`config.mk`:
```
export PLATFORM = sky130hd
export DESIGN_NAME = height_to_grayscale_normalizer_core
export DESIGN_NICKNAME = d
export VERILOG_FILES = /design/src/hw/rtl/htgn_pkg.sv /design/src/hw/rtl/htgn_front.sv /design/src/hw/rtl/htgn_back.sv /design/src/hw/rtl/height_to_grayscale_normalizer_core.sv
export SDC_FILE = /design/constraint.sdc
export NUM_CORES = 1
export LEC_CHECK = 0
export ABC_AREA = 1
export BUFFER_PORTS_ARGS = -buffer_cell sky130_fd_sc_hd__buf_4
export CAP_MARGIN = 15
export CORE_AREA = 2 2 310 190
export CTS_CLUSTER_SIZE = 30
export DETAILED_ROUTE_END_ITERATION = 10
export DIE_AREA = 0 0 312 192
export GPL_ROUTABILITY_DRIVEN = 0
export GPL_TIMING_DRIVEN = 0
export PLACE_DENSITY = 0.78
export SYNTH_ARGS = -nofsm -noshare
export SYNTH_HDL_FRONTEND = slang
export SYNTH_SLANG_ARGS = --single-unit
export TNS_END_PERCENT = 100
```
`constraint.sdc`:
```
create_clock -name clk_i -period 6.6 [get_ports clk_i]
set_input_delay 0.66 -clock clk_i [delete_from_list [all_inputs] [get_ports clk_i]]
set_output_delay 0.66 -clock clk_i [all_outputs]
set_load 0.01 [all_outputs]
```
`src/hw/rtl/htgn_pkg.sv`:
```
// Types and constants of the height to gray level normalizer.
// Used by the front, back, top level and checker; depends on nothing.
package htgn_pkg;

  localparam logic [1:0] OP_RESTART = 2'd0;
  localparam logic [1:0] OP_MEASURE = 2'd1;
  localparam logic [1:0] OP_COLOUR  = 2'd2;

  localparam logic [7:0] GRAY_BASE = 8'd25;

  typedef enum logic [1:0] {
    CMD_RESTART = 2'd0,
    CMD_MEASURE = 2'd1,
    CMD_COLOUR  = 2'd2
  } cmd_e;

  typedef struct packed {
    logic [1:0]         op;
    logic signed [31:0] height;
  } in_item_t;

  typedef struct packed {
    logic [7:0] gray;
    logic       flat_or_empty;
    logic       clamped;
  } out_item_t;

  typedef struct packed {
    cmd_e        cmd;
    logic [31:0] height;
  } q_entry_t;

  typedef struct packed {
    logic      valid;
    out_item_t item;
  } res_t;

endpackage

```
`src/hw/rtl/htgn_front.sv`:
```
// Front part: accepts input items, classifies the op and queues commands.
// Depends on htgn_pkg.
module htgn_front (
  input  logic              clk_i,
  input  logic              rst_ni,
  input  logic              in_valid_i,
  output logic              in_stall_o,
  input  htgn_pkg::in_item_t in_item_i,
  output logic              head_valid_o,
  output htgn_pkg::q_entry_t head_o,
  input  logic              pop_i
);
  import htgn_pkg::*;

  q_entry_t   mem_q [2];
  logic       wr_ptr_q, wr_ptr_d;
  logic       rd_ptr_q, rd_ptr_d;
  logic [1:0] count_q, count_d;
  logic       accept, push, pop;
  q_entry_t   entry;

  assign in_stall_o = (count_q == 2'd2);
  assign accept     = in_valid_i && !in_stall_o;

  // Unused op codes are dropped here and never reach the back part.
  always_comb begin
    push       = 1'b0;
    entry.cmd  = CMD_MEASURE;
    entry.height = in_item_i.height;
    unique case (in_item_i.op)
      OP_RESTART: begin
        push      = accept;
        entry.cmd = CMD_RESTART;
      end
      OP_MEASURE: begin
        push      = accept;
        entry.cmd = CMD_MEASURE;
      end
      OP_COLOUR: begin
        push      = accept;
        entry.cmd = CMD_COLOUR;
      end
      default: push = 1'b0;
    endcase
  end

  assign head_valid_o = (count_q != 2'd0);
  assign head_o       = mem_q[rd_ptr_q];
  assign pop          = pop_i && head_valid_o;

  always_comb begin
    wr_ptr_d = push ? ~wr_ptr_q : wr_ptr_q;
    rd_ptr_d = pop ? ~rd_ptr_q : rd_ptr_q;
    count_d  = count_q + {1'b0, push} - {1'b0, pop};
  end

  always_ff @(posedge clk_i or negedge rst_ni) begin
    if (!rst_ni) begin
      wr_ptr_q <= 1'b0;
      rd_ptr_q <= 1'b0;
      count_q  <= 2'd0;
    end else begin
      wr_ptr_q <= wr_ptr_d;
      rd_ptr_q <= rd_ptr_d;
      count_q  <= count_d;
    end
  end

  always_ff @(posedge clk_i) begin
    if (push) begin
      mem_q[wr_ptr_q] <= entry;
    end
  end

endmodule

```
`src/hw/rtl/htgn_back.sv`:
```
// Back part: keeps the measured extremes and turns colour commands into gray
// levels with a restoring divider. Depends on htgn_pkg.
module htgn_back #(
  parameter int unsigned HEIGHT_BITS = 32
) (
  input  logic               clk_i,
  input  logic               rst_ni,
  input  logic               head_valid_i,
  input  htgn_pkg::q_entry_t head_i,
  output logic               pop_o,
  output htgn_pkg::res_t     res_o,
  input  logic               res_take_i
);
  import htgn_pkg::*;

  localparam int unsigned HB = HEIGHT_BITS;
  localparam int unsigned NW = HEIGHT_BITS + 9;

  typedef enum logic [4:0] {
    ST_IDLE = 5'b00001,
    ST_MUL  = 5'b00010,
    ST_SUM  = 5'b00100,
    ST_DIV  = 5'b01000,
    ST_DONE = 5'b10000
  } state_e;

  state_e               state_q, state_d;
  logic signed [HB-1:0] low_q, low_d, high_q, high_d;
  logic                 have_q, have_d;
  logic [HB-1:0]        range_q, range_d, off_q, off_d;
  logic                 flat_q, flat_d, clamped_q, clamped_d;
  logic [7:0]           gray_q, gray_d;
  logic [NW-1:0]        rem_q, rem_d, dsh_q, dsh_d, prod_q, prod_d;
  logic [2:0]           cnt_q, cnt_d;

  logic signed [HB-1:0] h;
  logic [HB-1:0]        span, rel;
  logic [HB-1:0]        range_c;
  logic                 below, above, ge;
  logic [NW-1:0]        rx, ox;

  if (HB <= 32) begin : g_narrow
    assign h = head_i.height[HB-1:0];
  end else begin : g_wide
    assign h = {{(HB-32){1'b0}}, head_i.height};
  end

  assign span    = high_q - low_q;
  assign rel     = h - low_q;
  assign range_c = span;
  assign below   = (h < low_q);
  assign above   = (h > high_q);
  assign rx      = {9'b0, range_q};
  assign ox      = {9'b0, off_q};
  assign ge      = (rem_q >= dsh_q);

  assign pop_o       = head_valid_i && (state_q == ST_IDLE);
  assign res_o.valid = (state_q == ST_DONE);
  assign res_o.item  = '{gray: gray_q, flat_or_empty: flat_q, clamped: clamped_q};

  always_comb begin
    state_d   = state_q;
    low_d     = low_q;
    high_d    = high_q;
    have_d    = have_q;
    range_d   = range_q;
    off_d     = off_q;
    flat_d    = flat_q;
    clamped_d = clamped_q;
    gray_d    = gray_q;
    rem_d     = rem_q;
    dsh_d     = dsh_q;
    prod_d    = prod_q;
    cnt_d     = cnt_q;
    unique case (state_q)
      ST_IDLE: begin
        if (head_valid_i) begin
          unique case (head_i.cmd)
            CMD_RESTART: begin
              low_d  = h;
              high_d = h;
              have_d = 1'b1;
            end
            CMD_MEASURE: begin
              if (!have_q) begin
                low_d  = h;
                high_d = h;
                have_d = 1'b1;
              end else begin
                if (below) low_d = h;
                if (above) high_d = h;
              end
            end
            CMD_COLOUR: begin
              if (!have_q || range_c == '0) begin
                gray_d    = GRAY_BASE;
                flat_d    = 1'b1;
                clamped_d = have_q && (h != low_q);
                state_d   = ST_DONE;
              end else begin
                range_d   = range_c;
                flat_d    = 1'b0;
                clamped_d = below || above;
                off_d     = below ? '0 : (above ? range_c : rel);
                state_d   = ST_MUL;
              end
            end
            default: state_d = ST_IDLE;
          endcase
        end
      end
      ST_MUL: begin
        rem_d   = (rx << 5) + (rx << 4) + (rx << 1) + rx;
        prod_d  = (ox << 8) + (ox << 7) + (ox << 6) + (ox << 3) + (ox << 1) + ox;
        state_d = ST_SUM;
      end
      ST_SUM: begin
        rem_d   = rem_q + prod_q;
        dsh_d   = {1'b0, range_q, 8'b0};
        cnt_d   = 3'd7;
        state_d = ST_DIV;
      end
      ST_DIV: begin
        if (ge) rem_d = rem_q - dsh_q;
        gray_d = {gray_q[6:0], ge};
        dsh_d  = dsh_q >> 1;
        cnt_d  = cnt_q - 3'd1;
        if (cnt_q == 3'd0) state_d = ST_DONE;
      end
      ST_DONE: begin
        if (res_take_i) state_d = ST_IDLE;
      end
      default: state_d = ST_IDLE;
    endcase
  end

  always_ff @(posedge clk_i or negedge rst_ni) begin
    if (!rst_ni) begin
      state_q <= ST_IDLE;
      low_q   <= '0;
      high_q  <= '0;
      have_q  <= 1'b0;
      cnt_q   <= 3'd0;
    end else begin
      state_q <= state_d;
      low_q   <= low_d;
      high_q  <= high_d;
      have_q  <= have_d;
      cnt_q   <= cnt_d;
    end
  end

  always_ff @(posedge clk_i) begin
    range_q   <= range_d;
    off_q     <= off_d;
    flat_q    <= flat_d;
    clamped_q <= clamped_d;
    gray_q    <= gray_d;
    rem_q     <= rem_d;
    dsh_q     <= dsh_d;
    prod_q    <= prod_d;
  end

endmodule

```
`src/hw/rtl/height_to_grayscale_normalizer_core.sv`:
```
// Top level of the height to gray level normalizer: front queue, back
// datapath and the output register. Depends on htgn_pkg, htgn_front, htgn_back.
//
// Measure items (op 0 restarts the extremes, op 1 extends them) are taken in the
// idle state of the back part and give no result; op 3 is dropped at the input.
// A colour item (op 2) gives one gray level: with a known range the back part
// does range and offset, two constant multiplies, the sum, eight steps of the
// restoring divider and hand-over; with nothing measured or a zero range only the
// hand-over. The eight-step divider loop sets the colour rate. A two-entry
// command queue in front and the output register let either side stall alone.
module height_to_grayscale_normalizer_core #(
  parameter int unsigned HEIGHT_BITS = 32
) (
  input  logic                clk_i,
  input  logic                rst_ni,
  input  logic                in_valid_i,
  output logic                in_stall_o,
  input  htgn_pkg::in_item_t  in_item_i,
  output logic                out_valid_o,
  input  logic                out_stall_i,
  output htgn_pkg::out_item_t out_item_o
);
  import htgn_pkg::*;

  logic      head_valid, pop, take;
  q_entry_t  head;
  res_t      res;
  logic      out_valid_q, out_valid_d;
  out_item_t out_q;

  htgn_front u_front (
    .clk_i        (clk_i),
    .rst_ni       (rst_ni),
    .in_valid_i   (in_valid_i),
    .in_stall_o   (in_stall_o),
    .in_item_i    (in_item_i),
    .head_valid_o (head_valid),
    .head_o       (head),
    .pop_i        (pop)
  );

  htgn_back #(
    .HEIGHT_BITS (HEIGHT_BITS)
  ) u_back (
    .clk_i        (clk_i),
    .rst_ni       (rst_ni),
    .head_valid_i (head_valid),
    .head_i       (head),
    .pop_o        (pop),
    .res_o        (res),
    .res_take_i   (take)
  );

  assign take = !out_valid_q || !out_stall_i;

  always_comb begin
    out_valid_d = out_valid_q;
    if (take) out_valid_d = res.valid;
  end

  always_ff @(posedge clk_i or negedge rst_ni) begin
    if (!rst_ni) begin
      out_valid_q <= 1'b0;
    end else begin
      out_valid_q <= out_valid_d;
    end
  end

  always_ff @(posedge clk_i) begin
    if (take && res.valid) begin
      out_q <= res.item;
    end
  end

  assign out_valid_o = out_valid_q;
  assign out_item_o  = out_q;

endmodule

```
==> Word-level counts from Yosys, hierarchy flattened <==
Memories as Yosys holds them, arrays and structs flattened.
Index checks and enable logic that the tools add are counted.
{ "op_classes": {"reduce_logical": 31, "bitwise": 3, "eq_ne": 20, "magnitude_cmp": 3, "addsub": 15, "n_mux": 27} }
{ "ops": {"columns": ["cell", "n"], "rows": [
  ["$mux 32", 5],
  ["$pmux 32 s2", 2],
  ["$pmux 41 s3", 1],
  ["$add 41x32->41", 2],
  ["$add 41x33->41", 2],
  ["$pmux 41 s2", 1],
  ["$sub 32x32->32", 2],
  ["$add 40x39->41", 1],
  ["$add 41x35->41", 1],
  ["$add 41x38->41", 1],
  ["$add 41x41->41", 1],
  ["$ge 41x41->1", 1],
  ["$mux 41", 1],
  ["$sub 41x41->41", 1],
  ["$add 37x36->38", 1],
  ["$gt 32x32->1", 1],
  ["$logic_not 32->1", 1],
  ["$lt 32x32->1", 1],
  ["$ne 32x32->1", 1],
  ["$pmux 5 s5", 1],
  ["$mux 8", 3],
  ["$mux 5", 4],
  ["$reduce_and 4->1", 5],
  ["$pmux 8 s2", 1],
  ["other kinds (29)", 58]
]} }
{ "totals": {"ramBits": 68, "regBits": 285, "input_bits": 38, "elab_cells": 120, "out_inout_bits": 12, "mem_count": 1} }
{ "mem_list": {"columns": ["name", "depth", "width", "rd", "rd_ports_with_merged_regs", "write_ports", "line", "rtl"], "rows": [
  ["u_front.mem_q", 2, 34, 1, 0, 1, "htgn_front.sv:15", "q_entry_t mem_q [2];"]
]} }

==> Longest topological paths before layout <==
{ "depth": {"ltp_word": 7, "mapped_depth": 28} }

==> Cells and area by module <==
From an unflattened synthesis, not the netlist that was laid out.
{ "hier_totals": {"hier_cells": 4146, "hier_area_um2": 32561.2} }
{ "modules_own_cells": {"columns": ["module", "area_per_inst_um2", "instances", "seq_area_each_um2", "cells_per_inst"], "rows": [
  ["htgn_back", 29438.2, 1, 7713.6, 3917],
  ["htgn_front", 2781.4, 1, 2142.1, 214],
  ["height_to_grayscale_normalizer_core", 341.6, 1, 325.3, 15]
]} }

==> Least setup slack after synthesis <==
No wires, ideal clock.
{ "synth_timing": {"path_kind": "flip-flop to flip-flop", "startpoint": "reg u_back.high_q[0]", "endpoint": "reg u_back.off_q[0] (enable)", "n_path_buf": 0, "arrival_time_ns": 6.394, "synth_period_minus_slack_ns": 6.959, "setup_slack_ns": -0.359, "stages_incl_launch_ff": 18, "required_time_ns": 6.035, "cell_sequence": "dfrtp_1 -> inv_1 -> ha_1 -> fa_1 -> inv_1 -> nand3_1 -> nand3_1 -> nand2_1 -> nand2_1 -> nand2_1 -> nand2_1 -> xor2_1 -> nor2_1 -> nand2_1 -> nor2_1 -> nand3_1 -> nand2_2 -> nor3_1"} }
{ "synth_between": {"elab_chain_len": 5} }
{ "synth_lines": {"columns": ["item", "line", "rtl"], "rows": [
  ["start, declared", "htgn_back.sv:28", "logic signed [HB-1:0] low_q, low_d, high_q, high_d;"],
  ["start signal, assigned", "htgn_back.sv:147", "high_q <= high_d;"],
  ["$sub 32x32->32", "htgn_back.sv:48", "assign span = high_q - low_q;"],
  ["net u_back.range_c[16]", "htgn_back.sv:38", "logic [HB-1:0] range_c;"],
  ["$logic_not 32->1", "htgn_back.sv:95", "if (!have_q || range_c == '0) begin"],
  ["$logic_or 1x1->1", "htgn_back.sv:95", null],
  ["$not 1->1 (no source line)", null, null],
  ["$reduce_and 4->1 (no source line)", null, null],
  ["end signal, assigned", "htgn_back.sv:155", "off_q <= off_d;"],
  ["end, declared", "htgn_back.sv:30", "logic [HB-1:0] range_q, range_d, off_q, off_d;"]
]} }
The timed path passes the listed nets, and every way through them passes these cells.
A chain may end at the register's enable or synchronous reset.

==> results.json <==
{
  "synth_compound_area_share_pct": 13.7,
  "synthCells": 4368,
  "grt_usage_pct": 35.6,
  "pin_count": 50,
  "drc": 0,
  "synth_area_leaders": "edfxtp_1 (25%), nand2_1 (12%), ha_1 (11%), inv_1 (9.1%), fa_1 (9.1%)",
  "syn_area_sq_um": 33400,
  "grt-ovfl-total": 0,
  "min_period_ns": 5.82,
  "fin_hold_ws_ns": 0.225,
  "min_path_type": "in -> async",
  "synthXorXnorAreaFrac_pct": 3.55,
  "clock-skew-final_ns": 0.0491,
  "synth_warnings": 0,
  "wl_per_cell_um": 20.3,
  "ctsHoldBuffers": 0,
  "htree_levels": 2,
  "crit_required_ns": 6.83,
  "syn2layout_area_growth_pct": 8.39,
  "antenna_found_initial": 5,
  "slew_viol_final": 0,
  "dieArea_sq_um": 59900,
  "hold_violations": 0,
  "cts_tree": "yes",
  "tightestPinTransition_ns": 1.27,
  "num-nets-final": 4959,
  "critPathMaxFanout": 10,
  "layout-drive-gt1-share_pct": 5.14,
  "drtIter0Drc": 4881,
  "synthFlopType": "edfxtp_1",
  "maxCapViolCount": 0,
  "rows": 68,
  "yosys.area_share.adder_pct": 20.5,
  "seq_area_frac_synth_pct": 30.5,
  "yosys.area.top_type": "edfxtp_1",
  "synth-edff-count": 274,
  "grt_pass1_wl_mm": 162,
  "dieWidth_um": 312,
  "synthArstFlopShare_pct": 22.2,
  "die_h_um": 192,
  "grt_pass1_vias": 28200,
  "wl_mm": 107,
  "status": "complete, no violations",
  "fin_crit_sh_pct": 88.1,
  "dr.pass1.iters": 10,
  "ys_ff_latch": 352,
  "port_buffers": 49,
  "design.core.area_sq_um": 56800,
  "cts.clk_slew.worst_paths_ns": 0.08,
  "synth_cell_types": 61,
  "final_cell_mix": "nand2_1 (1042), inv_1 (808), a21oi_1 (362), nor2_1 (338), ha_1 (306)",
  "fmax_ghz": 0.172,
  "yosysTopAreaCellShare_pct": 24.7,
  "cts_sinks": 352,
  "cp-start-kind": "flop",
  "cp.arrival_ns": 6.05,
  "antenna_left": 0,
  "setup_violations": 0,
  "cts_max_path_buffers": 3,
  "rsz0062_at_grt": "no",
  "numCtsBuffers": 35,
  "avgSynthCellArea_sq_um": 7.64,
  "slew_headroom_pct": 14.7,
  "cp-end-kind": "flop",
  "postCtsSetupBuffers": 0,
  "synthMuxAreaShare_pct": 0.0600,
  "critical_path_class": "reg -> reg",
  "ctsResizeCount": 0,
  "synth_top_family_by_area": "simple AND/OR/NAND/NOR gates",
  "synth_nets": 4863,
  "final_util_pct": 63.6,
  "start_util_pct": 58.7,
  "layout_commonest_cell": "nand2_1",
  "via_count": 31300,
  "cts_root_buffer": "clkbuf_16",
  "grt_max_degree": 79,
  "clk_latency_ns": 0.59,
  "vias_per_cell": 5.94,
  "dpl.hpwl_mm": 87.9,
  "synthSimpleGateAreaFrac_pct": 21.7,
  "fillers": 4975
}
-- worst max-delay path: stages, from the launching register on --
cell and delay [ns]:
dfrtp_1 0.35, buf_2 0.18, inv_1 0.15, clkbuf_1 0.62, nand2_1 0.10, nand2_1 0.40
ha_1 0.43, nand4_1 0.28, nor4_1 0.96, nand2_1 0.17, nand2_1 0.11, nand2_1 0.05
nand2_1 0.15, nand2_2 0.19, inv_1 0.25, clkbuf_1 0.62, a21oi_1 0.43
-- cell families after synthesis --
family,Yosys count
muxes,2
AOI/OAI and AO/OA,806
DFF,352
xor gates and xnor gates,133
and+or+nand+nor,1753
adders and majority gates,457
buffers and inverters,865
-- cell usage after synthesis (2+ instances only) --
library cell / number
a21boi_0: 9
a21boi_1: 3
a21o_1: 21
a21oi_1: 362
a221oi_1: 6
a31oi_1: 27
and2_1: 4
buf_1: 3
buf_2: 7
buf_6: 6
clkbuf_1: 36
clkinv_1: 2
dfrtp_1: 77
edfxtp_1: 274
fa_1: 151
ha_1: 306
inv_1: 808
inv_2: 2
mux2i_1: 2
nand2_1: 1043
nand2_2: 17
nand2_4: 2
nand3_1: 204
nand3b_1: 13
nand4_1: 33
nor2_1: 340
nor2_2: 3
nor3_1: 43
nor4_1: 14
o2111ai_1: 2
o211a_1: 2
o211ai_1: 17
o21a_1: 17
o21ai_0: 250
o21ai_1: 8
o21ai_2: 32
o21bai_1: 23
o221ai_1: 12
o311ai_0: 3
o31ai_1: 3
or2_0: 2
or2_2: 30
xnor2_1: 53
xor2_1: 79
-- flip-flops by register name, indices dropped and copies added (netlist names) --
register          cells
u_front.mem_q        68
u_back.flat_q         1
u_back.low_q         32
u_back.have_q         1
u_back.prod_q        41
u_back.off_q         32
u_back.cnt_q          3
u_front.count_q       2
out_valid_o           1
u_back.state_q        5
out_item_o           10
u_front.wr_ptr_q      1
u_back.rem_q         41
u_back.high_q        32
u_back.gray_q         8
u_front.rd_ptr_q      1
u_back.clamped_q      1
u_back.dsh_q         40
u_back.range_q       32
-- through the flow --
stage	cell area [sq um]	worst slack [ns]	setup TNS [ns]	instances
after global routing	36200	0.601	0	5260
final	36200	0.782	0	5262
after floorplan	33400	1.61	0	4368
after detailed placement	34900	1.16	0	5197
after global placement	34700	-1.02	-41.43	5187
after CTS	36200	1.11	0	5260
-- area by class of cell --
type	instances	area, sq um	area share (%)
Antenna cell	2	5.00	0.0138
Buffer	52	249	0.689
Clock buffer	36	880	2.43
Clock inverter	27	372	1.03
Inverter	813	3060	8.46
Multi-Input combinational cell	3151	19900	55.1
Sequential cell	352	10200	28.2
Tap cell	770	963	2.66
Timing Repair Buffer	59	543	1.50
-- path summary, 6_finish.rpt --
kind	from	to	slack (ns)	cells past startpoint
hold / removal	rst_ni	u_front.rd_ptr_q$_DFFE_PN0P_	0.22	1
setup reg to reg	u_front.rd_ptr_q$_DFFE_PN0P_	u_back.off_q[10]$_SDFFCE_PP0P_	0.78	16
setup / recovery	u_front.rd_ptr_q$_DFFE_PN0P_	u_back.off_q[10]$_SDFFCE_PP0P_	0.78	16
max in group asynchronous	rst_ni	u_back.low_q[28]$_DFFE_PN0P_	5.64	1
hold reg to reg	u_back.clamped_q$_DFFE_PP_	out_item_o[0]$_DFFE_PP_	0.42	0
min in group clk_i	in_item_i[12]	u_front.mem_q[1][12]$_DFFE_PP_	0.26	1
-- layer usage --
layer / GRT usage, % / wire length [um] / up-vias / share of wire [%]
met2: 44.1 / 38100 / 2086 / 36
li1: - / - / 14400 / -
met4: 6.77 / 1840 / 8 / 1.7
met5: 2.52 / 318 / - / 0.30
met1: 53.1 / 46600 / 14600 / 44
met3: 18.8 / 20100 / 162 / 19
Power is not shown: default switching activity piles up to over one toggle a cycle in this logic, so the estimate is an artifact.
